===== src/rtl/rwcl_pkg.sv =====
// Shared types and constants for the RIFF/WAVE chunk locator.
`default_nettype none

package rwcl_pkg;

    localparam int BYTE_W   = 8;
    localparam int STATUS_W = 3;
    localparam int OFFSET_W = 33;
    localparam int SIZE_W   = 32;

    localparam logic [31:0] MIN_FORMAT_LENGTH = 32'd14;

    // Little-endian chunk tags as assembled from the byte stream
    localparam logic [31:0] TAG_RIFF = 32'h4646_4952;
    localparam logic [31:0] TAG_WAVE = 32'h4556_4157;
    localparam logic [31:0] TAG_FMT  = 32'h2074_6D66;
    localparam logic [31:0] TAG_DATA = 32'h6174_6164;

    typedef logic [BYTE_W-1:0]   byte_t;
    typedef logic [OFFSET_W-1:0] offset_t;
    typedef logic [SIZE_W-1:0]   size_t;

    typedef enum logic [STATUS_W-1:0] {
        ST_FOUND     = 3'd0,
        ST_NOT_RIFF  = 3'd1,
        ST_NOT_WAVE  = 3'd2,
        ST_FMT_SHORT = 3'd3,
        ST_NOT_FOUND = 3'd4,
        ST_TRUNCATED = 3'd5
    } status_t;

    typedef enum logic [5:0] {
        PH_TAG   = 6'b000001,
        PH_RLEN  = 6'b000010,
        PH_FORM  = 6'b000100,
        PH_CTAG  = 6'b001000,
        PH_CLEN  = 6'b010000,
        PH_SKIP  = 6'b100000
    } phase_t;

    typedef enum logic [1:0] {
        KIND_OTHER = 2'd0,
        KIND_FMT   = 2'd1,
        KIND_DATA  = 2'd2
    } kind_t;

    localparam logic CFG_WANT_FORMAT = 1'b0;
    localparam logic CFG_WANT_DATA   = 1'b1;

endpackage

`default_nettype wire


===== src/rtl/rwcl_byte_if.sv =====
// Byte request channel: one file byte and the last-byte flag.
`default_nettype none

interface rwcl_byte_if;
    import rwcl_pkg::*;

    logic  valid;
    logic  ready;
    byte_t file_byte;
    logic  last_byte;

    modport source (output valid, output file_byte, output last_byte, input ready);
    modport sink   (input valid, input file_byte, input last_byte, output ready);
endinterface

`default_nettype wire


===== src/rtl/rwcl_result_if.sv =====
// Result request channel: status and the located chunk positions.
`default_nettype none

interface rwcl_result_if;
    import rwcl_pkg::*;

    logic    valid;
    logic    ready;
    status_t status;
    offset_t format_offset;
    offset_t data_offset;
    size_t   data_size;

    modport source (output valid, output status, output format_offset,
                    output data_offset, output data_size, input ready);
    modport sink   (input valid, input status, input format_offset,
                    input data_offset, input data_size, output ready);
endinterface

`default_nettype wire


===== src/rtl/riff_wave_chunk_locator.sv =====
// Top level of the RIFF/WAVE chunk locator: byte walker and result register.
//
// channel      dir  payload                                           request
// file_chan    in   file_byte[7:0], last_byte                         one file byte
// result_chan  out  status[2:0], format_offset[32:0],                 one status
//                   data_offset[32:0], data_size[31:0]
// cfg_*        in   cfg_index[0], cfg_data[0]                         register write
//
// One byte per cycle: the walker state updates in the cycle a byte is taken, and the
// result lands in a single output register in the same cycle.
// A byte is taken whenever the output register is empty or being drained, so a
// stalled result blocks input only while it is still unclaimed.
// Reset (rst_n low, asynchronous) clears the walker; want_format/want_data reset to 1.
// A byte with last_byte set rearms the walker; configuration is kept.
`default_nettype none

module riff_wave_chunk_locator (
    input  wire logic clk,
    input  wire logic rst_n,
    rwcl_byte_if.sink     file_chan,
    rwcl_result_if.source result_chan,
    input  wire logic cfg_we,
    input  wire logic cfg_index,
    input  wire logic cfg_data
);
    import rwcl_pkg::*;

    logic    want_format_reg;
    logic    want_data_reg;

    phase_t  phase_reg, phase_next;
    offset_t pos_reg, pos_next;
    logic [31:0] word_reg, word_next;
    logic [1:0]  biw_reg, biw_next;
    kind_t   kind_reg, kind_next;
    offset_t skip_reg, skip_next;
    offset_t end_reg, end_next;
    logic    fmt_seen_reg, fmt_seen_next;
    logic    data_seen_reg, data_seen_next;
    offset_t held_fmt_reg, held_fmt_next;
    offset_t held_doff_reg, held_doff_next;
    size_t   held_dsize_reg, held_dsize_next;
    logic    finished_reg, finished_next;

    logic    out_valid_reg;
    status_t out_status_reg;
    offset_t out_fmt_reg;
    offset_t out_doff_reg;
    size_t   out_dsize_reg;

    logic    accept;
    logic    emit;
    status_t emit_status;
    offset_t emit_fmt;
    offset_t emit_doff;
    size_t   emit_dsize;

    logic [31:0] word_in;
    logic [33:0] body_off;
    logic [32:0] padded;
    logic [34:0] next_off;
    logic        chunk_done;

    assign file_chan.ready = !out_valid_reg || result_chan.ready;
    assign accept          = file_chan.valid && file_chan.ready;

    assign word_in  = {file_chan.file_byte, word_reg[31:8]};
    assign body_off = {1'b0, pos_reg} + 34'd1;
    // body length rounded up to even
    assign padded   = ({1'b0, word_in} + 33'd1) & ~33'd1;
    assign next_off = {1'b0, body_off} + {2'b00, padded};

    always_comb
    begin
        phase_next      = phase_reg;
        pos_next        = pos_reg;
        word_next       = word_reg;
        biw_next        = biw_reg;
        kind_next       = kind_reg;
        skip_next       = skip_reg;
        end_next        = end_reg;
        fmt_seen_next   = fmt_seen_reg;
        data_seen_next  = data_seen_reg;
        held_fmt_next   = held_fmt_reg;
        held_doff_next  = held_doff_reg;
        held_dsize_next = held_dsize_reg;
        finished_next   = finished_reg;
        emit            = 1'b0;
        emit_status     = ST_FOUND;
        chunk_done      = 1'b0;

        if (accept && !finished_reg)
        begin
            pos_next = pos_reg + 33'd1;
            if (phase_reg == PH_SKIP)
            begin
                skip_next = skip_reg - 33'd1;
                if (skip_next == '0)
                begin
                    phase_next = PH_CTAG;
                end
            end
            else
            begin
                word_next = word_in;
                biw_next  = biw_reg + 2'd1;
                if (biw_reg == 2'd3)
                begin
                    case (phase_reg)
                        PH_TAG:
                        begin
                            if (word_in != TAG_RIFF)
                            begin
                                emit        = 1'b1;
                                emit_status = ST_NOT_RIFF;
                            end
                            else
                            begin
                                phase_next = PH_RLEN;
                            end
                        end
                        PH_RLEN:
                        begin
                            end_next   = {1'b0, word_in} + 33'd8;
                            phase_next = PH_FORM;
                        end
                        PH_FORM:
                        begin
                            if (word_in != TAG_WAVE)
                            begin
                                emit        = 1'b1;
                                emit_status = ST_NOT_WAVE;
                            end
                            else
                            begin
                                phase_next = PH_CTAG;
                            end
                        end
                        PH_CTAG:
                        begin
                            if (word_in == TAG_FMT)
                                kind_next = KIND_FMT;
                            else if (word_in == TAG_DATA)
                                kind_next = KIND_DATA;
                            else
                                kind_next = KIND_OTHER;
                            phase_next = PH_CLEN;
                        end
                        PH_CLEN:
                        begin
                            if (kind_reg == KIND_FMT && want_format_reg && !fmt_seen_reg)
                            begin
                                if (word_in < MIN_FORMAT_LENGTH)
                                begin
                                    emit        = 1'b1;
                                    emit_status = ST_FMT_SHORT;
                                    chunk_done  = 1'b1;
                                end
                                else
                                begin
                                    held_fmt_next = body_off[OFFSET_W-1:0];
                                    fmt_seen_next = 1'b1;
                                    if (!want_data_reg || data_seen_reg)
                                    begin
                                        emit        = 1'b1;
                                        emit_status = ST_FOUND;
                                        chunk_done  = 1'b1;
                                    end
                                end
                            end
                            else if (kind_reg == KIND_DATA && want_data_reg && !data_seen_reg)
                            begin
                                held_doff_next  = body_off[OFFSET_W-1:0];
                                held_dsize_next = word_in;
                                data_seen_next  = 1'b1;
                                if (!want_format_reg || fmt_seen_reg)
                                begin
                                    emit        = 1'b1;
                                    emit_status = ST_FOUND;
                                    chunk_done  = 1'b1;
                                end
                            end
                            if (!chunk_done)
                            begin
                                if (next_off >= {2'b00, end_reg})
                                begin
                                    emit        = 1'b1;
                                    emit_status = ST_NOT_FOUND;
                                end
                                else if (padded == '0)
                                begin
                                    phase_next = PH_CTAG;
                                end
                                else
                                begin
                                    skip_next  = padded;
                                    phase_next = PH_SKIP;
                                end
                            end
                        end
                        default:
                        begin
                            phase_next = PH_TAG;
                        end
                    endcase
                end
            end
            if (!emit && file_chan.last_byte)
            begin
                emit        = 1'b1;
                emit_status = ST_TRUNCATED;
            end
            if (emit)
            begin
                finished_next = 1'b1;
            end
        end

        // result carries the held values after this byte's update
        emit_fmt   = held_fmt_next;
        emit_doff  = held_doff_next;
        emit_dsize = held_dsize_next;

        if (accept && file_chan.last_byte)
        begin
            phase_next      = PH_TAG;
            pos_next        = '0;
            word_next       = '0;
            biw_next        = '0;
            kind_next       = KIND_OTHER;
            skip_next       = '0;
            end_next        = '0;
            fmt_seen_next   = 1'b0;
            data_seen_next  = 1'b0;
            held_fmt_next   = '0;
            held_doff_next  = '0;
            held_dsize_next = '0;
            finished_next   = 1'b0;
        end
    end

    always_ff @(posedge clk or negedge rst_n)
    begin
        if (!rst_n)
        begin
            want_format_reg <= 1'b1;
            want_data_reg   <= 1'b1;
            phase_reg       <= PH_TAG;
            pos_reg         <= '0;
            word_reg        <= '0;
            biw_reg         <= '0;
            kind_reg        <= KIND_OTHER;
            skip_reg        <= '0;
            end_reg         <= '0;
            fmt_seen_reg    <= 1'b0;
            data_seen_reg   <= 1'b0;
            held_fmt_reg    <= '0;
            held_doff_reg   <= '0;
            held_dsize_reg  <= '0;
            finished_reg    <= 1'b0;
            out_valid_reg   <= 1'b0;
        end
        else
        begin
            if (cfg_we)
            begin
                if (cfg_index == CFG_WANT_FORMAT)
                    want_format_reg <= cfg_data;
                else
                    want_data_reg <= cfg_data;
            end
            phase_reg      <= phase_next;
            pos_reg        <= pos_next;
            word_reg       <= word_next;
            biw_reg        <= biw_next;
            kind_reg       <= kind_next;
            skip_reg       <= skip_next;
            end_reg        <= end_next;
            fmt_seen_reg   <= fmt_seen_next;
            data_seen_reg  <= data_seen_next;
            held_fmt_reg   <= held_fmt_next;
            held_doff_reg  <= held_doff_next;
            held_dsize_reg <= held_dsize_next;
            finished_reg   <= finished_next;
            if (emit)
                out_valid_reg <= 1'b1;
            else if (result_chan.ready)
                out_valid_reg <= 1'b0;
        end
    end

    always_ff @(posedge clk)
    begin
        if (emit)
        begin
            out_status_reg <= emit_status;
            out_fmt_reg    <= emit_fmt;
            out_doff_reg   <= emit_doff;
            out_dsize_reg  <= emit_dsize;
        end
    end

    assign result_chan.valid         = out_valid_reg;
    assign result_chan.status        = out_status_reg;
    assign result_chan.format_offset = out_fmt_reg;
    assign result_chan.data_offset   = out_doff_reg;
    assign result_chan.data_size     = out_dsize_reg;

    // a pending result is never overwritten
    a_no_overwrite: assert property (@(posedge clk) disable iff (!rst_n)
        out_valid_reg && !result_chan.ready |-> !emit)
        else $error("pending result overwritten");

    // after a file's result, nothing more until the rearm
    a_one_result: assert property (@(posedge clk) disable iff (!rst_n)
        finished_reg |-> !emit)
        else $error("second result for one file");

    // last byte always leaves the walker rearmed
    a_rearm: assert property (@(posedge clk) disable iff (!rst_n)
        accept && file_chan.last_byte |=> phase_reg == PH_TAG && pos_reg == '0
            && !finished_reg)
        else $error("walker not rearmed after last byte");

    // body skip never runs with an empty count
    a_skip_nonzero: assert property (@(posedge clk) disable iff (!rst_n)
        phase_reg == PH_SKIP |-> skip_reg != '0)
        else $error("skip phase with zero count");

endmodule

`default_nettype wire

===== src/flat_wrapper.sv =====
// flat-port wrapper written by rule: the top's interface ports become plain ports
module riff_wave_chunk_locator_flat import rwcl_pkg::*;
  (clk, rst_n, cfg_we, cfg_index, cfg_data, file_chan_valid, file_chan_file_byte, file_chan_last_byte, file_chan_ready, result_chan_valid, result_chan_status, result_chan_format_offset, result_chan_data_offset, result_chan_data_size, result_chan_ready);
  rwcl_byte_if file_chan_i ();
  rwcl_result_if result_chan_i ();
  input  wire logic clk;
  input  wire logic rst_n;
  input  wire logic cfg_we;
  input  wire logic cfg_index;
  input  wire logic cfg_data;
  input wire logic [$bits(file_chan_i.valid)-1:0] file_chan_valid;
  input wire logic [$bits(file_chan_i.file_byte)-1:0] file_chan_file_byte;
  input wire logic [$bits(file_chan_i.last_byte)-1:0] file_chan_last_byte;
  output wire logic [$bits(file_chan_i.ready)-1:0] file_chan_ready;
  output wire logic [$bits(result_chan_i.valid)-1:0] result_chan_valid;
  output wire logic [$bits(result_chan_i.status)-1:0] result_chan_status;
  output wire logic [$bits(result_chan_i.format_offset)-1:0] result_chan_format_offset;
  output wire logic [$bits(result_chan_i.data_offset)-1:0] result_chan_data_offset;
  output wire logic [$bits(result_chan_i.data_size)-1:0] result_chan_data_size;
  input wire logic [$bits(result_chan_i.ready)-1:0] result_chan_ready;
  assign file_chan_i.valid = file_chan_valid;
  assign file_chan_i.file_byte = file_chan_file_byte;
  assign file_chan_i.last_byte = file_chan_last_byte;
  assign file_chan_ready = file_chan_i.ready;
  assign result_chan_valid = result_chan_i.valid;
  assign result_chan_status = result_chan_i.status;
  assign result_chan_format_offset = result_chan_i.format_offset;
  assign result_chan_data_offset = result_chan_i.data_offset;
  assign result_chan_data_size = result_chan_i.data_size;
  assign result_chan_i.ready = result_chan_ready;
  riff_wave_chunk_locator u_core (.clk(clk), .rst_n(rst_n), .file_chan(file_chan_i), .result_chan(result_chan_i), .cfg_we(cfg_we), .cfg_index(cfg_index), .cfg_data(cfg_data));
endmodule

===== config.mk =====
export PLATFORM = sky130hd
export DESIGN_NAME = riff_wave_chunk_locator_flat
export DESIGN_NICKNAME = d
export VERILOG_FILES = /design/src/rtl/rwcl_pkg.sv /design/src/rtl/rwcl_byte_if.sv /design/src/rtl/rwcl_result_if.sv /design/src/rtl/riff_wave_chunk_locator.sv /design/src/flat_wrapper.sv
export SDC_FILE = /design/constraint.sdc
export NUM_CORES = 1
export LEC_CHECK = 0
export BUFFER_PORTS_ARGS = -buffer_cell sky130_fd_sc_hd__buf_2
export CORE_MARGIN = 8
export CORE_UTILIZATION = 47
export CTS_BUF_LIST = sky130_fd_sc_hd__clkbuf_2
export DETAILED_ROUTE_END_ITERATION = 10
export PLACE_DENSITY = 0.71
export SETUP_SLACK_MARGIN = 0.3
export SYNTH_ARGS = -nofsm -noshare
export SYNTH_HDL_FRONTEND = slang
export SYNTH_SLANG_ARGS = --single-unit

===== constraint.sdc =====
create_clock -name clk -period 35.1 [get_ports clk]
set_input_delay 1.755 -clock clk [delete_from_list [all_inputs] [get_ports clk]]
set_output_delay 1.755 -clock clk [all_outputs]
set_load 0.01 [all_outputs]

* Word level (Yosys, flattened, before mapping)
Cells that the tools add are included.
Operators by class: add/subtract/negate cells 7, magnitude comparators 2, equality and inequality tests 24, muxes and demuxes 109, bitwise operators 3, reductions and logical operators 42
Operators by type and width (number):
- 33-bit 2-to-1 mux | 29
- 32-bit 2-to-1 mux | 10
- 33-bit zero test | 2
- 32-bit by 31-bit inequality test with 1-bit output, second input constant | 2
- 6-bit 2-to-1 mux | 10
- 1-bit 2-to-1 mux | 39
- 34-bit by 33-bit adder with 35-bit output | 1
- 35-bit by 33-bit greater-or-equal comparator with 1-bit output | 1
- 33-bit by 1-bit adder with 34-bit output, second input constant | 1
- 32-bit by 1-bit adder with 33-bit output, second input constant | 1
- 32-bit by 4-bit adder with 33-bit output, second input constant | 1
- 33-bit by 1-bit adder with 33-bit output, second input constant | 1
- 33-bit by 1-bit subtractor with 33-bit output, second input constant | 1
- 32-bit by 30-bit equality test with 1-bit output, second input constant | 1
- 32-bit by 31-bit equality test with 1-bit output, second input constant | 1
- 32-bit by 4-bit less-than comparator with 1-bit output, second input constant | 1
- 6-bit one-hot mux with 5 select lines | 1
- 2-bit 2-to-1 mux | 13
- 6-bit AND reduction | 3
- 2-bit nonzero test | 9
- 4-bit by 3-bit inequality test with 1-bit output, second input constant | 4
- 3-bit 2-to-1 mux | 5
- 3-bit by 2-bit inequality test with 1-bit output, second input constant | 3
- 3-bit one-hot mux with 3 select lines | 1
- 21 further kinds | 46
Word-level totals: bits in registers 346, logic and storage cells 208

* Longest topological paths before layout
Gate-level depths: netlist of the first run.
word-level depth 21, mapped depth 31, mapped depth without buffers 29

* Worst setup path after synthesis of the first run
Ideal clock, no wire load.
path type input port to flip-flop, start point input port file_chan_file_byte[1], end point register u_core.out_doff_reg[0], in the netlist u_core.result_chan.data_offset[0] (enable), setup time 701 ps, data arrival time 12436 ps, required time 34399 ps, setup slack 21964 ps, stages 26, cell sequence clkbuf_1 and3_1 nand4_1 xor2_1 inv_1 ha_1 clkbuf_1 a21o_1 a21o_1 a21oi_1 o21bai_1 a21o_1 a21oi_1 o2111ai_1 nand2_1 xnor2_1 ha_1 nand2_1 nor3_1 nand4_1 o211a_1 o21ai_0 a21oi_1 nand3_1 mux2i_1 o21ai_0
Between the ends: cells in the longest elaborated chain, start to end 17
RTL lines:
- start: declaration | line flat_wrapper.sv:12 | input wire logic [$bits(file_chan_i.file_byte)-1:0] file_chan_file_byte;
- branches (longest 8 deep; another with 34-bit by 33-bit adder with 35-bit output)
- 1-bit one-hot mux with 3 select lines * | line riff_wave_chunk_locator.sv:109 | case (phase_reg)
- 1-bit 2-to-1 mux * | line riff_wave_chunk_locator.sv:107 | if (biw_reg == 2'd3)
- 1-bit 2-to-1 mux * | line riff_wave_chunk_locator.sv:95 | if (phase_reg == PH_SKIP)
- 1-bit 2-to-1 mux * | line riff_wave_chunk_locator.sv:92 | if (accept && !finished_reg)
- 1-bit zero test | line riff_wave_chunk_locator.sv:208 | if (!emit && file_chan.last_byte)
- 1-bit logical AND | line riff_wave_chunk_locator.sv:208
- 1-bit 2-to-1 mux * | line riff_wave_chunk_locator.sv:208
- 1-bit 2-to-1 mux * (2 in series) | line riff_wave_chunk_locator.sv:92
- net u_core.emit | line riff_wave_chunk_locator.sv:52 | logic emit;
- end signal: assignment | line riff_wave_chunk_locator.sv:298 | out_doff_reg <= emit_doff;
- end: declaration | line riff_wave_chunk_locator.sv:48 | offset_t out_doff_reg;
Mark *: on every way through the listed nets, which the timed path passes. The select of a mux whose other input is x is not followed. A chain may end at the register's enable or synchronous reset.

* Final worst setup path of the first run
start point register u_core.word_reg[9], end point register u_core.out_fmt_reg[16], in the netlist u_core.result_chan.format_offset[16] (enable)
Between the ends: cells in the longest elaborated chain, start to end 17
RTL lines:
- start: declaration | line riff_wave_chunk_locator.sv:33 | logic [31:0] word_reg, word_next;
- start signal: assignment | line riff_wave_chunk_locator.sv:274 | word_reg <= word_next;
- branches (longest 8 deep; another with 34-bit by 33-bit adder with 35-bit output)
- 1-bit one-hot mux with 3 select lines * | line riff_wave_chunk_locator.sv:109
- 1-bit 2-to-1 mux * | line riff_wave_chunk_locator.sv:107
- 1-bit 2-to-1 mux * | line riff_wave_chunk_locator.sv:95
- 1-bit 2-to-1 mux * | line riff_wave_chunk_locator.sv:92
- 1-bit zero test | line riff_wave_chunk_locator.sv:208
- 1-bit logical AND | line riff_wave_chunk_locator.sv:208
- 1-bit 2-to-1 mux * | line riff_wave_chunk_locator.sv:208
- 1-bit 2-to-1 mux * (2 in series) | line riff_wave_chunk_locator.sv:92
- net u_core.emit | line riff_wave_chunk_locator.sv:52
- end signal: assignment | line riff_wave_chunk_locator.sv:297 | out_fmt_reg <= emit_fmt;
- end: declaration | line riff_wave_chunk_locator.sv:47 | offset_t out_fmt_reg;
Marked as above.

==> results.cfg, run 1 <==
[sta]
rsz0062_at_grt = false
finalHoldViolCount = 0
max_slew_margin_pct = 11.2
report.final.slew_viol_count = 0
tightest_slew_ns = 1.32
timing.final.crit_share_pct = 24.3
min_period_ns = 8.53
fmax_mhz = 117
setup_violations = 0
skew_ns = 0.118
final.setup.tns_ns = 0

[logic_synthesis]
avgSynthCellArea_um2 = 9.23
synth_mux_area_share_pct = 0.640
synth_top_cell_by_area = dfrtp_1
synthFlopType = dfrtp_1
synth_cell_type_count = 102
synth_xor_area_share_pct = 6.12
yosysSeqAreaShare_pct = 45.9
synthArstFlopShare_pct = 70.1
syn-cell-area_mm2 = 0.0195
synth.top_cell.area_share_pct = 30.0
synth_cells = 2117
synth_compound_area_share_pct = 17.0
synth-simple-area-share_pct = 21.4
ys_ff_latch = 338
synth_top_family_by_area = simple AND/OR/NAND/NOR gates
synth_nets = 2198
synth_edf_count = 101
yosys_warnings = 0
synthAdderAreaFrac_pct = 4.31
synthTopCellsByArea = dfrtp_1, edfxtp_1, nand2_1

[worst_setup_path]
path_max_fanout = 70
startpoint = u_core.word_reg[9]$_DFFE_PN0P_
worstSetupPathType = flop to flop
timing.rr.start = u_core.word_reg[9]$_DFFE_PN0P_
worstSetupStartpointType = flop
endpoint_kind = flop
crit_arrival_ns = 9.11
crit_required_ns = 35.68

[cts]
numCtsBuffers = 89
cts_hold_buffers = 0
cts_resized = 0
clock_latency_ns = 1.05
cts_tree = done
clk_pin_slew_ns = 0.09
cts_setup_buffers = 0
clock-sinks = 338
htreeDepth = 3
root_buffer = clkbuf_2
clockBufferDepth = 3

[placed_design]
dp_hpwl_mm = 42.0
portBuffers = 118
dp_cells = 2660
gp_congestion = 0.948

[drt]
ant_nets = 0
dr_total_vias = 16900
wl_per_cell_um = 20.8
drtPass1Iterations = 8
routed_via_density = 5.99
drt_iter0_markers = 1716
drt_wl_total_mm = 58.7
drc = 0

[layout]
layout-drive-gt1-share_pct = 15.1
fin_nets = 2300
final_util_pct = 52.3
areaGrowthSynthToFinish_pct = 9.45
final_cells = 2828
fillerInstances = 3809

[global_route]
grt-ovfl-total = 0
grt_pass1_vias = 16300
antenna_found_initial = 1
grt_max_degree = 107
grtUsageTotal_pct = 23.9
grt_pass1_wl_mm = 91.2

[power_and_ir_drop]
p_leak_nw = 9.32
power_density_mw_per_mm2 = 47.6
ir_worst_vdd_v = 0.0000296
fin_total_pwr_mw = 1.02

[die]
die_area_mm2 = 0.0484
die_w_um = 220
die_h_um = 220
start_util_pct = 47.7
io_pins = 119
core_area_mm2 = 0.0409
rows = 74

[job]
maxCapViolCount = 0

[hold_path]
hp-class = flop to flop
hp-start = u_core.end_reg[27]$_DFFE_PN0P_

[outcome]
status = finished clean
-- area by class of cell --
| cell class | instances | area [µm²] | share of cell area, % |
|---|---|---|---|
| clock inverter | 39 | 275 | 1.29 |
| timing repair buffer | 132 | 706 | 3.30 |
| clock buffer | 127 | 636 | 2.97 |
| sequential | 338 | 8970 | 41.9 |
| tap | 532 | 666 | 3.11 |
| antenna | 2 | 5.00 | 0.0234 |
| inverter | 110 | 413 | 1.93 |
| multi-input combinational | 1548 | 9720 | 45.4 |
-- final timing paths --
check | to | slack, ns | cells past startpoint
hold / removal | u_core.end_reg[27]$_DFFE_PN0P_ | 0.49 | 2
setup reg to reg | u_core.result_chan.format_offset[16]$_DFFE_PP_ | 26.57 | 26
min in group asynchronous | u_core.end_reg[6]$_DFFE_PN0P_ | 0.82 | 1
max in group asynchronous | u_core.held_doff_reg[14]$_DFF_PN0_ | 32.72 | 2
hold reg to reg | u_core.end_reg[27]$_DFFE_PN0P_ | 0.49 | 2
setup / recovery | u_core.result_chan.format_offset[16]$_DFFE_PP_ | 26.57 | 26
-- synthesized netlist by cell type, types with 6 or more instances --
cell,count
clkbuf_1,93
o211ai_1,9
a31oi_1,19
nand4_1,46
o31ai_1,14
a221o_1,6
a211oi_1,16
nor3b_1,7
nand2_1,325
and3_1,27
and2_1,81
or2_2,8
o21ai_0,177
ha_1,64
or4_1,15
nor3_1,51
buf_1,7
a211o_1,6
edfxtp_1,101
a21oi_1,102
dfrtp_1,234
nor2_1,121
o22ai_1,19
o21ai_1,10
xnor2_1,84
nand3_1,43
buf_2,19
xor2_1,43
or3_1,14
nand4b_1,6
nor4_1,32
and4_1,10
o21a_1,8
a21o_1,20
o21bai_1,6
a22o_1,32
inv_1,109
-- cells by family (layout without fill, tap and decap cells) --
group,Yosys count,in the layout
xor+xnor,131,131
compound gates,511,511
buf+inv,231,408
other cells,0,2
fa+ha+maj,67,67
simple gates,828,828
mux,11,11
flops,338,338
-- layout by cell type (no fill, tap or decap), types with 19 or more instances in the layout --
master,instances
nand2_1,325
dfrtp_1,234
o21ai_0,176
clkbuf_2,127
buf_2,117
nor2_1,116
inv_1,109
a21oi_1,101
edfxtp_1,101
xnor2_1,84
and2_1,81
ha_1,64
nor3_1,51
nand4_1,46
xor2_1,43
nand3_1,42
nor4_1,32
a22o_1,32
and3_1,27
clkinv_1,22
a21o_1,20
a31oi_1,19
o22ai_1,19
-- critical path, stage by stage, from the launching register on --
cell,delay [ns]
dfrtp_1,0.54
ha_1,0.41
nand2_1,0.19
o21ai_0,0.60
nand2_1,0.37
ha_1,0.41
a21oi_1,0.27
o211a_1,0.19
o32ai_1,0.14
nand4_1,0.15
nand3_1,0.16
a31oi_1,0.49
o21a_1,0.28
o21ai_0,0.13
xnor2_1,0.15
ha_1,0.30
nand4_1,0.08
or2_2,0.31
nor3_1,0.18
nand4_1,0.11
o211a_1,0.12
o21ai_0,0.10
a21oi_1,0.16
nand3_1,0.14
mux2i_1,0.27
o21ai_4,0.89
buf_4,0.80
-- power breakdown --
| part | switching (mW) | leakage (nW) | total, mW | internal [mW] |
|---|---|---|---|---|
| Combinational | 0.150 | 4.46 | 0.234 | 0.0838 |
| Clock | 0.170 | 0.662 | 0.299 | 0.129 |
| Sequential | 0.0474 | 4.19 | 0.486 | 0.438 |
| Total | 0.367 | 9.32 | 1.02 | 0.651 |
-- stage by stage --
step | area, µm² | setup WS, ns | hold slack, ns
finish | 21400 | 26.57 | 0.486
global route | 21400 | 25.96 | 0.517
CTS | 21400 | 26.58 | 0.492
detailed placement | 20500 | 26.70 | 0.472
global placement | 20500 | 26.81 | 0.460
floorplan | 19500 | 21.96 | 0.443
-- routing by layer --
metal | vias up | routed length, µm | track usage, %
met3 | 153 | 5010 | 4.44
met4 | 0 | 2920 | 13.3
met1 | 8111 | 24800 | 32.0
met5 | - | 0 | 0
met2 | 842 | 26000 | 36.2
li1 | 7828 | - | -
Power figures use the tool's default switching activity.
==> run 2, diff against run 1 <==
==> constraint.sdc (replaced) <==
create_clock -name clk -period 8.3 [get_ports clk]
set_input_delay 0.415 -clock clk [delete_from_list [all_inputs] [get_ports clk]]
set_output_delay 0.415 -clock clk [all_outputs]
set_load 0.01 [all_outputs]
==> run 2 against run 1 <==
Effect of this change: register-to-register slack lost 26 ns; clock skew is 0.018 ns lower; die area unchanged; worst hold slack got worse by 0.21 ns; critical endpoint is now u_core.result_chan.valid$_DFFE_PN0P_; first-iteration DRC count fell by 2.7%; sequential power grew to 4.2 times the previous value; utilization rose by 0.45 points; design area rose by 0.85%; non-clock buffer count up 20.
==> results.cfg, run 2 (same netlist as run 1, synthesis figures left out) <==
[outcome]
status = finished clean

[layout]
fillerInstances = 3785
final_cells = 2847
fin_nets = 2320
final_cell_area_mm2 = 0.0216
seqCellArea_mm2 = 0.00897
multi_input_area_mm2 = 0.00974
layout-drive-gt1-share_pct = 15.1
areaGrowthSynthToFinish_pct = 10.4
layout_common_cells = nand2_1, dfrtp_1, o21ai_0
final_common_cell = nand2_1
final_util_pct = 52.7

[global_route]
grt_pass1_wl_mm = 90.4
grt-ovfl-total = 0
grtUsageTotal_pct = 23.6
antenna_found_initial = 2
grt_pass1_vias = 16200
grt_max_degree = 87

[hold_path]
hp-class = primary input to flop

[drt]
dr_total_vias = 17000
drt_iter0_markers = 1669
wl_per_cell_um = 20.3
ant_nets = 0
drc = 0
routed_via_density = 5.97
drt_wl_total_mm = 57.8
drtPass1Iterations = 6

[sta]
final.setup.tns_ns = 0
hold_ws_ns = 0.273
timing.final.crit_share_pct = 90.8
fmax_mhz = 133
report.final.slew_viol_count = 0
setup_violations = 0
finalHoldViolCount = 0
tightest_slew_ns = 1.27
setup_slack_ns = 0.768
rsz0062_at_grt = false
max_slew_margin_pct = 15.4
min_period_ns = 7.53
skew_ns = 0.101

[cts]
clock-sinks = 338
cts_setup_buffers = 0
numCtsBuffers = 89
clk_pin_slew_ns = 0.09
clock_latency_ns = 1.00
htreeDepth = 3
cts_tree = done
root_buffer = clkbuf_2
clockBufferDepth = 3

[placed_design]
dp_slack_ns = 0.819
gp_congestion = 0.989
dp_hpwl_mm = 41.0
portBuffers = 118
placed_cell_area_mm2 = 0.0205
dp_cells = 2661

[worst_setup_path]
cpMaxStageDelayCell = dlygate4sd3_1
crit_required_ns = 9.13
cp_num_buf_inv = 1
cp_top_family = compound AO/OA/AOI/OAI gates
endpoint_kind = flop
crit_arrival_ns = 8.36
worstSetupPathType = flop to flop
slowest_delay_ns = 0.60
path_max_fanout = 11
worstSetupStartpointType = flop

[die]
rows = 74
io_pins = 119
die_area_mm2 = 0.0484
die_h_um = 220
core_area_mm2 = 0.0409
start_util_pct = 47.7
die_w_um = 220

[power_and_ir_drop]
power_density_mw_per_mm2 = 197
ir_worst_vdd_v = 0.000133
fin_total_pwr_mw = 4.24
p_leak_nw = 9.38

[job]
maxCapViolCount = 0
## run 2: area by class of cell
type | count | share of cell area (%)
antenna | 6 | 0.0696
clock buffer | 134 | 3.11
clock inverter | 27 | 0.766
inverter | 110 | 1.91
multi-input combinational | 1548 | 45.2
sequential | 338 | 41.6
tap | 532 | 3.09
timing repair buffer | 152 | 4.33
## run 2: where the power goes
part | internal [mW] | switching, mW | total (mW)
Clock | 0.492 | 0.688 | 1.18
Combinational | 0.368 | 0.642 | 1.01
Sequential | 1.85 | 0.197 | 2.05
## run 2: layer usage
| metal | global-route usage [%] | vias to the layer above | share of wire (%) |
|---|---|---|---|
| li1 | - | 7864 | - |
| met1 | 32.3 | 8152 | 43 |
| met2 | 35.5 | 847 | 44 |
| met3 | 5.28 | 138 | 8.6 |
| met4 | 10.8 | 0 | 4.1 |
| met5 | 0 | - | 0 |
## run 2: path summary, 6_finish.rpt
kind / startpoint / endpoint / slack (ns) / cells past startpoint
max reg2reg: u_core.word_reg[9]$_DFFE_PN0P_ / u_core.result_chan.valid$_DFFE_PN0P_ / 0.77 / 28
max in group asynchronous: rst_n / u_core.word_reg[29]$_DFFE_PN0P_ / 6.63 / 4
min reg2reg: u_core.end_reg[29]$_DFFE_PN0P_ / u_core.end_reg[29]$_DFFE_PN0P_ / 0.48 / 2
min: cfg_data / u_core.want_data_reg$_DFFE_PN1P_ / 0.27 / 3
min in group asynchronous: rst_n / u_core.held_fmt_reg[1]$_DFF_PN0_ / 0.45 / 3
max: u_core.word_reg[9]$_DFFE_PN0P_ / u_core.result_chan.valid$_DFFE_PN0P_ / 0.77 / 28
## run 2: worst register-to-register path, delay by kind of cell (launching register included)
| family | cells | cell delay (ns) |
|---|---|---|
| AO/OA/AOI/OAI | 16 | 3.43 |
| AND/OR/NAND/NOR | 6 | 1.19 |
| adder cells (fa/ha/maj) | 3 | 0.95 |
| buffers and inverters | 1 | 0.60 |
| flip-flops | 1 | 0.54 |
| multiplexers | 1 | 0.37 |
| XOR/XNOR | 1 | 0.34 |
## run 2: timing repair
action	CTS	global route
hold buffers	19	0
endpoints found under the hold margin	119	0
resized for setup	0	3
setup endpoints to repair	0	106
==> run 3, diff against run 2 <==
--- a/config.mk
+++ b/config.mk
@@ -10,7 +10,7 @@
 export CORE_UTILIZATION = 47
 export CTS_BUF_LIST = sky130_fd_sc_hd__clkbuf_2
 export DETAILED_ROUTE_END_ITERATION = 10
-export PLACE_DENSITY = 0.71
+export PLACE_DENSITY = 0.68
 export SETUP_SLACK_MARGIN = 0.3
 export SYNTH_ARGS = -nofsm -noshare
 export SYNTH_HDL_FRONTEND = slang
==> run 3 against run 2 <==
Effect of this change: combinational power about the same; clock skew is 0.017 ns higher; global-route usage is 0.25 points higher; critical path depth up 1; sequential share of layout area is 0.13 points lower; die area is the same; cell count increased by 0.25%; critical endpoint is now u_core.result_chan.format_offset[9]$_DFFE_PP_; largest power group unchanged; highest routed layer unchanged.
==> results.cfg, run 3 (same netlist as run 1, synthesis figures left out) <==
[drt]
drc = 0
wl_per_cell_um = 20.5
routed_via_density = 5.89
ant_nets = 0
drt_wl_total_mm = 58.6
dr_total_vias = 16800
drtPass1Iterations = 7
drt_iter0_markers = 1694

[placed_design]
gp_congestion = 0.942
dp_slack_ns = 0.714
dp_cells = 2672
portBuffers = 118
dp_hpwl_mm = 41.6
placed_cell_area_mm2 = 0.0206

[cts]
htreeDepth = 3
clockBufferDepth = 3
clock-sinks = 338
numCtsBuffers = 88
cts_tree = done
clk_pin_slew_ns = 0.10
clock_latency_ns = 1.08
root_buffer = clkbuf_2
cts_resized = 0

[die]
io_pins = 119
die_w_um = 220
die_area_mm2 = 0.0484
start_util_pct = 47.7
rows = 74
die_h_um = 220
core_area_mm2 = 0.0409

[layout]
final_util_pct = 52.9
final_cells = 2854
areaGrowthSynthToFinish_pct = 10.7
final_common_cell = nand2_1
layout-drive-gt1-share_pct = 15.4
fin_nets = 2329
layout_common_cells = nand2_1, dfrtp_1, o21ai_0
final_cell_area_mm2 = 0.0216

[sta]
final.setup.tns_ns = 0
report.final.slew_viol_count = 0
tightest_slew_ns = 1.19
finalHoldViolCount = 0
min_period_ns = 7.44
max_slew_margin_pct = 20.1
skew_ns = 0.117
setup_slack_ns = 0.856
rsz0062_at_grt = false
timing.final.crit_share_pct = 89.7
setup_violations = 0
fmax_mhz = 134
hold_ws_ns = 0.0848

[power_and_ir_drop]
p_leak_nw = 9.44
power_density_mw_per_mm2 = 198
ir_worst_vdd_v = 0.000126
fin_total_pwr_mw = 4.29

[worst_setup_path]
cp_num_buf_inv = 2
cp_top_family = compound AO/OA/AOI/OAI gates
reg2reg_to = u_core.result_chan.format_offset[9]$_DFFE_PP_
crit_required_ns = 8.99
r2r_slack_ns = 0.86
cpMaxStageDelayCell = o21ai_4
slowest_delay_ns = 0.55
worst-r2r-cell-count = 29
worstSetupPathType = flop to flop
worstSetupStartpointType = flop
crit_arrival_ns = 8.13
crit_top_cell = ha_1
path_max_fanout = 57
endpoint_kind = flop
timing.rr.start = u_core.word_reg[9]$_DFFE_PN0P_

[global_route]
antenna_found_initial = 1
grtUsageTotal_pct = 23.9
grt_pass1_vias = 16000
grt_pass1_wl_mm = 90.8
grt-ovfl-total = 0
grt_max_degree = 121

[hold_path]
hp-class = primary input to asynchronous set/reset pin

[outcome]
status = finished clean

[job]
maxCapViolCount = 0
[run 3: cell count changes in the layout (fill, tap and decap cells not counted), moves of 2 or more]
cell | before | now
diode_2 | 6 | 1
buf_4 | 14 | 24
clkbuf_2 | 134 | 130
clkinv_1 | 19 | 21
clkinvlp_4 | 2 | 0
clkinv_4 | 0 | 3
[run 3: worst register-to-register path: cells and delay by family (launching register included)]
family	cells	cell delay, ns
AOI/OAI and AO/OA	12	2.74
and+or+nand+nor	9	1.65
adders and majority gates	3	1.06
buffers and inverters	2	0.60
DFF	1	0.53
xor gates and xnor gates	2	0.36
muxes	1	0.11
[run 3: area by class of cell]
cell class              count  area, µm²
fillers                  3838      19300
multi-input cells        1549       9720
flip-flops and latches    338       8970
repair buffers            161        991
well taps                 532        666
clock buffers             130        651
inverters                 110        413
clock inverters            33        221
diodes                      1       2.50
[run 3: worst max-delay path by stage]
| stage | slack (ns) | endpoint | startpoint | cells after the start |
|---|---|---|---|---|
| detailed placement | 0.71 | u_core.result_chan.data_offset[1]$_DFFE_PP_ | u_core.word_reg[9]$_DFFE_PN0P_ | 29 |
| finish | 0.86 | u_core.result_chan.format_offset[9]$_DFFE_PP_ | u_core.word_reg[9]$_DFFE_PN0P_ | 29 |
| global route | 0.42 | u_core.result_chan.data_offset[14]$_DFFE_PP_ | u_core.word_reg[9]$_DFFE_PN0P_ | 29 |
| CTS | 0.60 | u_core.result_chan.data_offset[14]$_DFFE_PP_ | u_core.word_reg[9]$_DFFE_PN0P_ | 29 |
| global placement | 0.87 | u_core.result_chan.data_offset[29]$_DFFE_PP_ | u_core.word_reg[9]$_DFFE_PN0P_ | 29 |
| floorplan | 0.96 | u_core.result_chan.data_offset[0]$_DFFE_PP_ | u_core.word_reg[8]$_DFFE_PN0P_ | 27 |
[run 3: report_power, final]
group | internal [mW] | total, mW | switching, mW
registers | 1.85 | 2.05 | 0.193
clock network | 0.498 | 1.24 | 0.738
logic | 0.369 | 1.01 | 0.642
[run 3: timing repair]
action	CTS	global route
hold endpoints to repair	164	0
setup endpoints to repair	0	79
hold buffers	17	0
buffers inserted	0	0
[run 3: per-layer routing]
| metal | GRT usage [%] | share of wire [%] | vias to the layer above |
|---|---|---|---|
| li1 | - | - | 7885 |
| met1 | 32.3 | 44 | 8076 |
| met2 | 36.1 | 44 | 699 |
| met3 | 4.40 | 7.4 | 139 |
| met4 | 12.5 | 4.8 | 0 |
| met5 | 0 | 0 | - |
